--- src/rtl/skc_pkg.sv ---
package skc_pkg;

    localparam logic [1:0] FUNC_SCAN   = 2'd0;
    localparam logic [1:0] FUNC_INJECT = 2'd1;
    localparam logic [1:0] FUNC_READ   = 2'd2;

    localparam logic [1:0] OP_NOP  = 2'd0;
    localparam logic [1:0] OP_PUSH = 2'd1;
    localparam logic [1:0] OP_POP  = 2'd2;

    localparam logic [7:0] SC_LSHIFT_MAKE  = 8'h2A;
    localparam logic [7:0] SC_RSHIFT_MAKE  = 8'h36;
    localparam logic [7:0] SC_LSHIFT_BREAK = 8'hAA;
    localparam logic [7:0] SC_RSHIFT_BREAK = 8'hB6;
    localparam logic [7:0] SC_CAPS_MAKE    = 8'h3A;
    localparam logic [7:0] SC_BREAK_BIT    = 8'h80;
    localparam logic [7:0] CASE_OFFSET     = 8'd32;
    localparam int         MAP_SIZE        = 58;

    localparam logic [7:0] PLAIN_MAP [MAP_SIZE] = '{
        8'd0, 8'd27, "1", "2", "3", "4", "5", "6", "7", "8", "9", "0", "-", "=", 8'd8,
        8'd9, "q", "w", "e", "r", "t", "y", "u", "i", "o", "p", "[", "]", 8'd10,
        8'd0, "a", "s", "d", "f", "g", "h", "j", "k", "l", ";", 8'd39, 8'h60,
        8'd0, 8'd92, "z", "x", "c", "v", "b", "n", "m", ",", ".", "/", 8'd0,
        "*", 8'd0, " "
    };

    localparam logic [7:0] SHIFT_MAP [MAP_SIZE] = '{
        8'd0, 8'd27, "!", "@", "#", "$", "%", "^", "&", "*", "(", ")", "_", "+", 8'd8,
        8'd9, "Q", "W", "E", "R", "T", "Y", "U", "I", "O", "P", "{", "}", 8'd10,
        8'd0, "A", "S", "D", "F", "G", "H", "J", "K", "L", ":", 8'd34, "~",
        8'd0, "|", "Z", "X", "C", "V", "B", "N", "M", "<", ">", "?", 8'd0,
        "*", 8'd0, " "
    };

    typedef struct packed {
        logic [1:0] kind;
        logic [7:0] ch;
    } t_op;

    function automatic logic [7:0] map_lookup(input logic [7:0] sc, input logic shift,
                                              input logic caps);
        logic [7:0] ch;
        ch = 8'd0;
        if (sc < 8'(MAP_SIZE)) begin
            ch = shift ? SHIFT_MAP[sc[5:0]] : PLAIN_MAP[sc[5:0]];
        end
        if (caps) begin
            if (ch >= "a" && ch <= "z") begin
                ch = ch - CASE_OFFSET;
            end else if (ch >= "A" && ch <= "Z" && shift) begin
                ch = ch + CASE_OFFSET;
            end
        end
        return ch;
    endfunction

endpackage

--- src/rtl/skc_front.sv ---
module skc_front import skc_pkg::*; (
    input  logic       i_clk,
    input  logic       i_rst_n,
    input  logic       i_cfg_we,
    input  logic       i_cfg_data,
    input  logic       i_in_valid,
    output logic       o_in_ready,
    input  logic [1:0] i_func,
    input  logic [7:0] i_data_byte,
    output logic       o_op_valid,
    output t_op        o_op,
    input  logic       i_op_ready
);

    logic r_disable, n_disable;
    logic r_shift, n_shift;
    logic r_caps, n_caps;
    logic w_take;
    logic [7:0] w_ch;

    assign o_in_ready = i_op_ready;
    assign o_op_valid = i_in_valid;
    assign w_take     = i_in_valid && i_op_ready;
    assign w_ch       = map_lookup(i_data_byte, r_shift, r_caps);

    always_comb begin
        n_disable = i_cfg_we ? i_cfg_data : r_disable;
        n_shift   = r_shift;
        n_caps    = r_caps;
        o_op.kind = OP_NOP;
        o_op.ch   = i_data_byte;
        unique case (i_func)
            FUNC_SCAN: begin
                priority if (r_disable) begin
                    o_op.kind = OP_NOP;
                end else if (i_data_byte == SC_LSHIFT_MAKE || i_data_byte == SC_RSHIFT_MAKE) begin
                    n_shift = w_take ? 1'b1 : r_shift;
                end else if (i_data_byte == SC_LSHIFT_BREAK ||
                             i_data_byte == SC_RSHIFT_BREAK) begin
                    n_shift = w_take ? 1'b0 : r_shift;
                end else if (i_data_byte == SC_CAPS_MAKE) begin
                    n_caps = r_caps ^ w_take;
                end else if ((i_data_byte & SC_BREAK_BIT) != 8'd0) begin
                    o_op.kind = OP_NOP;
                end else begin
                    o_op.ch   = w_ch;
                    o_op.kind = (w_ch != 8'd0) ? OP_PUSH : OP_NOP;
                end
            end
            FUNC_INJECT: o_op.kind = (i_data_byte != 8'd0) ? OP_PUSH : OP_NOP;
            FUNC_READ:   o_op.kind = OP_POP;
            default:     o_op.kind = OP_NOP;
        endcase
    end

    always_ff @(posedge i_clk) begin
        if (!i_rst_n) begin
            r_disable <= 1'b0;
            r_shift   <= 1'b0;
            r_caps    <= 1'b0;
        end else begin
            r_disable <= n_disable;
            r_shift   <= n_shift;
            r_caps    <= n_caps;
        end
    end

endmodule

--- src/rtl/skc_queue.sv ---
module skc_queue import skc_pkg::*; (
    input  logic i_clk,
    input  logic i_rst_n,
    input  logic i_push_valid,
    output logic o_push_ready,
    input  t_op  i_push_op,
    output logic o_pop_valid,
    input  logic i_pop_ready,
    output t_op  o_pop_op
);

    t_op        r_ent [2];
    logic       r_head, n_head;
    logic [1:0] r_count, n_count;
    logic       w_push, w_pop, w_tail;

    assign o_push_ready = (r_count != 2'd2);
    assign o_pop_valid  = (r_count != 2'd0);
    assign o_pop_op     = r_ent[r_head];
    assign w_push       = i_push_valid && o_push_ready;
    assign w_pop        = o_pop_valid && i_pop_ready;
    assign w_tail       = r_head ^ r_count[0];

    always_comb begin
        n_head  = r_head ^ w_pop;
        n_count = r_count + 2'(w_push) - 2'(w_pop);
    end

    always_ff @(posedge i_clk) begin
        if (!i_rst_n) begin
            r_head  <= 1'b0;
            r_count <= 2'd0;
        end else begin
            r_head  <= n_head;
            r_count <= n_count;
        end
    end

    always_ff @(posedge i_clk) begin
        if (w_push) begin
            r_ent[w_tail] <= i_push_op;
        end
    end

endmodule

--- src/rtl/skc_back.sv ---
module skc_back import skc_pkg::*; #(
    parameter int FIFO_DEPTH = 256
) (
    input  logic        i_clk,
    input  logic        i_rst_n,
    input  logic        i_op_valid,
    output logic        o_op_ready,
    input  t_op         i_op,
    output logic        o_out_valid,
    input  logic        i_out_ready,
    output logic [7:0]  o_read_char,
    output logic        o_char_valid,
    output logic        o_fifo_nonempty,
    output logic [31:0] o_drop_count
);

    localparam int PTR_W = $clog2(FIFO_DEPTH);
    localparam logic [PTR_W-1:0] PTR_LAST = PTR_W'(FIFO_DEPTH - 1);
    localparam logic ST_IDLE = 1'b0;
    localparam logic ST_POP  = 1'b1;

    logic [7:0]       r_mem [FIFO_DEPTH];
    logic [7:0]       r_rd_data;
    logic             r_state, n_state;
    logic [PTR_W-1:0] r_wr, n_wr, r_rd, n_rd;
    logic [PTR_W-1:0] w_wr_inc, w_rd_inc;
    logic [31:0]      r_drop, n_drop;
    logic             r_pop_has, n_pop_has;
    logic             r_out_valid, n_out_valid;
    logic [7:0]       r_char, n_char;
    logic             r_cvalid, n_cvalid;
    logic             r_has, n_has;
    logic             w_take, w_full, w_empty, w_write;

    assign w_wr_inc   = (r_wr == PTR_LAST) ? '0 : r_wr + 1'b1;
    assign w_rd_inc   = (r_rd == PTR_LAST) ? '0 : r_rd + 1'b1;
    assign w_full     = (w_wr_inc == r_rd);
    assign w_empty    = (r_wr == r_rd);
    assign o_op_ready = (r_state == ST_IDLE) && (!r_out_valid || i_out_ready);
    assign w_take     = o_op_ready && i_op_valid;
    assign w_write    = w_take && (i_op.kind == OP_PUSH) && !w_full;

    assign o_out_valid     = r_out_valid;
    assign o_read_char     = r_char;
    assign o_char_valid    = r_cvalid;
    assign o_fifo_nonempty = r_has;
    assign o_drop_count    = r_drop;

    always_comb begin
        n_state     = r_state;
        n_wr        = r_wr;
        n_rd        = r_rd;
        n_drop      = r_drop;
        n_pop_has   = r_pop_has;
        n_out_valid = r_out_valid && !i_out_ready;
        n_char      = r_char;
        n_cvalid    = r_cvalid;
        n_has       = r_has;
        if (r_state == ST_POP) begin
            n_state     = ST_IDLE;
            n_out_valid = 1'b1;
            n_char      = r_rd_data;
            n_cvalid    = 1'b1;
            n_has       = r_pop_has;
        end else if (w_take) begin
            n_out_valid = 1'b1;
            n_char      = 8'd0;
            n_cvalid    = 1'b0;
            n_has       = !w_empty;
            unique case (i_op.kind)
                OP_PUSH: begin
                    if (w_full) begin
                        n_drop = r_drop + 32'd1;
                    end else begin
                        n_wr  = w_wr_inc;
                        n_has = 1'b1;
                    end
                end
                OP_POP: begin
                    if (!w_empty) begin
                        n_rd        = w_rd_inc;
                        n_pop_has   = (r_wr != w_rd_inc);
                        n_state     = ST_POP;
                        n_out_valid = 1'b0;
                    end
                end
                default: n_has = !w_empty;
            endcase
        end
    end

    always_ff @(posedge i_clk) begin
        if (!i_rst_n) begin
            r_state     <= ST_IDLE;
            r_wr        <= '0;
            r_rd        <= '0;
            r_drop      <= 32'd0;
            r_out_valid <= 1'b0;
        end else begin
            r_state     <= n_state;
            r_wr        <= n_wr;
            r_rd        <= n_rd;
            r_drop      <= n_drop;
            r_out_valid <= n_out_valid;
        end
    end

    always_ff @(posedge i_clk) begin
        r_pop_has <= n_pop_has;
        r_char    <= n_char;
        r_cvalid  <= n_cvalid;
        r_has     <= n_has;
    end

    // character store
    always_ff @(posedge i_clk) begin
        if (w_write) begin
            r_mem[r_wr] <= i_op.ch;
        end
        r_rd_data <= r_mem[r_rd];
    end

endmodule

--- src/rtl/scancode_to_ascii_key_fifo.sv ---
// channel  | handshake                   | payload
// ---------+-----------------------------+----------------------------------------------
// request  | i_in_valid / o_in_ready     | i_func, i_data_byte
// result   | o_out_valid / i_out_ready   | o_read_char, o_char_valid, o_fifo_nonempty,
//          |                             | o_drop_count
// config   | i_cfg_we                    | i_cfg_data (scan disable)
//
// the front end classifies one request per cycle, while the queue has room, into a two-entry op queue
// scan, inject, idle and empty-read requests are answered straight from the idle state of the back end;
// a read that pops goes through the pop state for the registered read port of the character store
// reset clears pointers, shift, caps, drop count and the disable bit; no clearing pass
// a stalled result blocks the back end only; the queue keeps taking requests until full
module scancode_to_ascii_key_fifo import skc_pkg::*; #(
    parameter int FIFO_DEPTH = 256
) (
    input  logic        i_clk,
    input  logic        i_rst_n,
    input  logic        i_cfg_we,
    input  logic        i_cfg_data,
    input  logic        i_in_valid,
    output logic        o_in_ready,
    input  logic [1:0]  i_func,
    input  logic [7:0]  i_data_byte,
    output logic        o_out_valid,
    input  logic        i_out_ready,
    output logic [7:0]  o_read_char,
    output logic        o_char_valid,
    output logic        o_fifo_nonempty,
    output logic [31:0] o_drop_count
);

    logic w_fq_valid, w_fq_ready, w_qb_valid, w_qb_ready;
    t_op  w_fq_op, w_qb_op;

    skc_front u_front (
        .i_clk       (i_clk),
        .i_rst_n     (i_rst_n),
        .i_cfg_we    (i_cfg_we),
        .i_cfg_data  (i_cfg_data),
        .i_in_valid  (i_in_valid),
        .o_in_ready  (o_in_ready),
        .i_func      (i_func),
        .i_data_byte (i_data_byte),
        .o_op_valid  (w_fq_valid),
        .o_op        (w_fq_op),
        .i_op_ready  (w_fq_ready)
    );

    skc_queue u_queue (
        .i_clk        (i_clk),
        .i_rst_n      (i_rst_n),
        .i_push_valid (w_fq_valid),
        .o_push_ready (w_fq_ready),
        .i_push_op    (w_fq_op),
        .o_pop_valid  (w_qb_valid),
        .i_pop_ready  (w_qb_ready),
        .o_pop_op     (w_qb_op)
    );

    skc_back #(
        .FIFO_DEPTH (FIFO_DEPTH)
    ) u_back (
        .i_clk           (i_clk),
        .i_rst_n         (i_rst_n),
        .i_op_valid      (w_qb_valid),
        .o_op_ready      (w_qb_ready),
        .i_op            (w_qb_op),
        .o_out_valid     (o_out_valid),
        .i_out_ready     (i_out_ready),
        .o_read_char     (o_read_char),
        .o_char_valid    (o_char_valid),
        .o_fifo_nonempty (o_fifo_nonempty),
        .o_drop_count    (o_drop_count)
    );

endmodule

--- config.mk ---
export PLATFORM = sky130hd
export DESIGN_NAME = scancode_to_ascii_key_fifo
export DESIGN_NICKNAME = d
export VERILOG_FILES = /design/src/rtl/skc_pkg.sv /design/src/rtl/skc_front.sv /design/src/rtl/skc_queue.sv /design/src/rtl/skc_back.sv /design/src/rtl/scancode_to_ascii_key_fifo.sv
export SDC_FILE = /design/constraint.sdc
export NUM_CORES = 2
export LEC_CHECK = 0
export BUFFER_PORTS_ARGS = -buffer_cell sky130_fd_sc_hd__buf_2
export CAP_MARGIN = 0
export CORE_AREA = 5 5 488 393
export CTS_CLUSTER_SIZE = 16
export DETAILED_ROUTE_END_ITERATION = 8
export DIE_AREA = 0 0 493 398
export GPL_TIMING_DRIVEN = 1
export MAX_ROUTING_LAYER = met4
export SETUP_SLACK_MARGIN = 0.4
export SYNTH_ARGS = -nofsm -noshare
export SYNTH_HDL_FRONTEND = slang
export SYNTH_HIERARCHICAL = 1
export SYNTH_SLANG_ARGS = --single-unit
--- constraint.sdc ---
create_clock -name i_clk -period 10 [get_ports i_clk]
set_clock_uncertainty 0.15 [all_clocks]
set_input_delay 0.5 -clock i_clk [delete_from_list [all_inputs] [get_ports i_clk]]
set_output_delay 0.5 -clock i_clk [all_outputs]
set_load 0.05 [all_outputs]
==> results.cfg <==
[synth]
syn-instance-count = 4474
ys_seq_elements = 2144
synth_warnings = 6
ys_seq_area_frac = 0.748
synthSimpleGateAreaFrac = 0.0411
yosys.area_share.adder = 0.00338
yosys_most_used_dff = edfxtp_1
synth_compound_area_frac = 0.0522
synth.distinct_cells = 96
syn-cell-area_mm2 = 0.0851
avgSynthCellArea_um2 = 19.0
synth_mux_area_frac = 0.135
synth_fp_nets = 4513
async_flop_share = 0
synth_top_family_by_area = multiplexers
synth_xor_area_frac = 0.00386
synth_edf_count = 2078

[floorplanning]
die_x_um = 493
ios = 60
initial_core_util = 0.457
die_y_um = 398
rows = 142
core_mm2 = 0.186
die_area_mm2 = 0.196

[timing]
setup_viol = 0
fin_setup_tns_ns = 0
rsz0062_at_grt = false
fin_crit_sh = 0.612
slew_headroom = 0.117
slew_viol_final = 0
tightest_slew_ns = 1.32
clock.fmax_mhz = 163
hold_violations = 0
finalWorstPathRequiredPeriod_ns = 6.12

[placement]
routabilityCongestion = 0.855
port_buffers = 59
dp_cells = 6785
hpwl_um = 134000

[clock_tree]
clock_path_buffers = 3
h-tree-depth = 4
clockRootBuffer = clkbuf_16
tritoncts = done
cts_made_buffers = 204
cts_resized = 0
cts.sinks = 2144
clock_latency_ns = 0.83
clkSlewWorstSetupHoldPaths_ns = 0.06
cts_hold_buf = 12
cts_setup_buffers = 0

[pwr]
p_leak_nw = 28.4
p_per_area_mw_per_mm2 = 222
peakVddDrop_uv = 279

[global_route]
grt_usage = 0.235
grt_pass1_wl_um = 322000
grt_max_degree = 146
grt_overflow = 0
antenna_found_initial = 9
grt_pass1_vias = 42956

[critical_path]
required_ns = 10.27
worstPathArrival_ns = 6.40
endpoint_kind = register
critical_path_class = reg -> reg
cp_max_fo = 26
startpoint_type = register

[drt]
vias_per_cell = 6.29
wl_per_cell_um = 31.5
dr.first_iter.drc_count = 5839
drc_errors = 0
antenna_left = 0
wl_um = 226000
drtPass1Iterations = 6
num_vias = 45182

[finish]
post_layout_nonfiller_instances = 7178
area_delta_synth_final_pct = 11.3
drive_gt1_frac = 0.206
fin_nets = 4594

[outcome]
outcome = complete, no violations

[job]
max-cap-violations = 0

[hold_path]
timing.hold.worst.class = in -> reg
per-stage QoR:
stage / hold slack, ns / power, mW / util / worst slack (ns) / area, um^2
6_report: 0.284 / 21.0 / 0.508 / 3.88 / 94800
5_1_grt: 0.235 / 21.7 / 0.508 / 3.71 / 94800
4_1_cts: 0.207 / 21.2 / 0.508 / 4.05 / 94800
3_5_place_dp: 0.315 / 13.8 / 0.473 / 4.14 / 88200
3_3_place_gp: 0.306 / 13.8 / 0.473 / 4.19 / 88200
2_1_floorplan: 0.325 / 12.5 / - / 6.18 / 85100
path summary, 6_finish.rpt:
| kind | cells past startpoint | to | startpoint | slack [ns] |
|---|---|---|---|---|
| setup reg to reg | 11 | u_back/r_mem[222][5] | u_back/r_wr[1] | 3.88 |
| setup / recovery | 11 | u_back/r_mem[222][5] | u_back/r_wr[1] | 3.88 |
| hold reg to reg | 2 | u_back/o_drop_count[31] | u_back/o_drop_count[31] | 0.33 |
| hold / removal | 2 | u_queue/r_ent[1][4] | i_data_byte[4] | 0.28 |
report_power, final:
part | internal (mW) | switching [mW]
Combinational | 0.350 | 2.00
Clock | 4.15 | 3.33
Sequential | 11.1 | 0.0658
Total | 15.6 | 5.40
registers in the layout, indices dropped and copies added (netlist names), 2 cells and up, named ones only:
signal,flops
u_back/o_read_char,8
u_back/o_drop_count,32
u_queue/r_ent,20
u_back/r_rd,8
u_back/r_mem,2048
u_back/r_rd_data,8
u_back/r_wr,8
u_queue/r_count,2
worst max-delay path, cell delays in order, from the launching register on:
cell and delay [ns]:
dfxtp_1 0.65, ha_1 0.48, nand3_2 0.59, buf_4 0.49, a21oi_1 0.22, o21a_1 0.20, a2111oi_4 0.05, buf_4 0.23
a21oi_2 0.14, buf_4 0.45, nand4_1 1.04, nor2_1 0.99
kinds of logic after synthesis:
group                      count (synthesis)
adders and majority gates                 23
buffers and inverters                    316
xor gates and xnor gates                  36
and+or+nand+nor                          742
muxes                                    588
AOI/OAI and AO/OA                        625
DFF                                     2144
cell usage after synthesis, types with 9 or more instances:
master / instances / area, um^2
mux4_2: 444 / 10000
buf_2: 85 / 425
o21a_1: 13 / 97.6
and2_1: 22 / 138
and3_1: 11 / 68.8
or3_1: 29 / 181
clkbuf_1: 139 / 522
mux2_2: 21 / 236
edfxtp_1: 2078 / 62400
o22ai_1: 32 / 200
a22oi_1: 170 / 1280
or2_2: 10 / 62.6
nand4_1: 27 / 169
ha_1: 23 / 288
o211ai_1: 11 / 82.6
inv_1: 27 / 101
xnor2_1: 20 / 175
nand2b_1: 27 / 169
a22o_1: 22 / 193
o21ai_0: 49 / 245
nor2_1: 352 / 1320
nand3_1: 39 / 195
nor3b_1: 11 / 82.6
a211oi_1: 24 / 180
o221ai_1: 45 / 394
o31ai_1: 9 / 67.6
a31oi_1: 11 / 68.8
a221oi_1: 26 / 228
dfxtp_1: 66 / 1320
nor3_1: 35 / 175
mux2i_1: 123 / 1230
nor2b_1: 23 / 144
buf_1: 43 / 161
nand2_1: 102 / 383
nor4_1: 24 / 150
xor2_1: 15 / 131
a21oi_1: 143 / 716
area by class of cell:
type                    count  area (um^2)
clock buffers             245         5330
inverters                  32          123
clock inverters           131         1110
repair buffers            159         1150
well taps                2448         3060
multi-input cells        2014        20200
diodes                      5         12.5
fillers                 14685        91600
flip-flops and latches   2144        63700
layout by cell type, fill, tap and decap left out, types with 12 or more instances in the layout:
cell,synthesis,layout
edfxtp_1,2078,2078
mux4_2,444,444
nor2_1,352,350
clkbuf_16,0,207
a22oi_1,170,170
a21oi_1,143,143
mux2i_1,123,123
nand2_1,102,97
buf_4,6,82
dfxtp_1,66,61
buf_2,85,59
o21ai_0,49,49
clkinv_2,0,46
o221ai_1,45,45
clkinv_1,3,42
clkbuf_1,139,37
nor3_1,35,35
nand3_1,39,35
o22ai_1,32,32
or3_1,29,29
nand4_1,27,27
inv_1,27,27
nand2b_1,27,26
a221oi_1,26,26
a211oi_1,24,24
ha_1,23,23
nor4_1,24,22
a22o_1,22,22
xnor2_1,20,20
and2_1,22,20
nor2b_1,23,19
clkinvlp_4,0,16
xor2_1,15,15
bufinv_16,0,13
mux2_2,21,13
o21a_1,13,13
dlygate4sd3_1,0,12
metal layers:
metal | vias to the layer above | part of all wire | track usage
li1 | 18600 | - | -
met1 | 23635 | 0.44 | 0.352
met2 | 2631 | 0.42 | 0.310
met3 | 316 | 0.12 | 0.0758
met4 | 0 | 0.025 | 0.0606
met5 | - | 0 | -
Note: power is estimated with default switching activity, not from simulation.
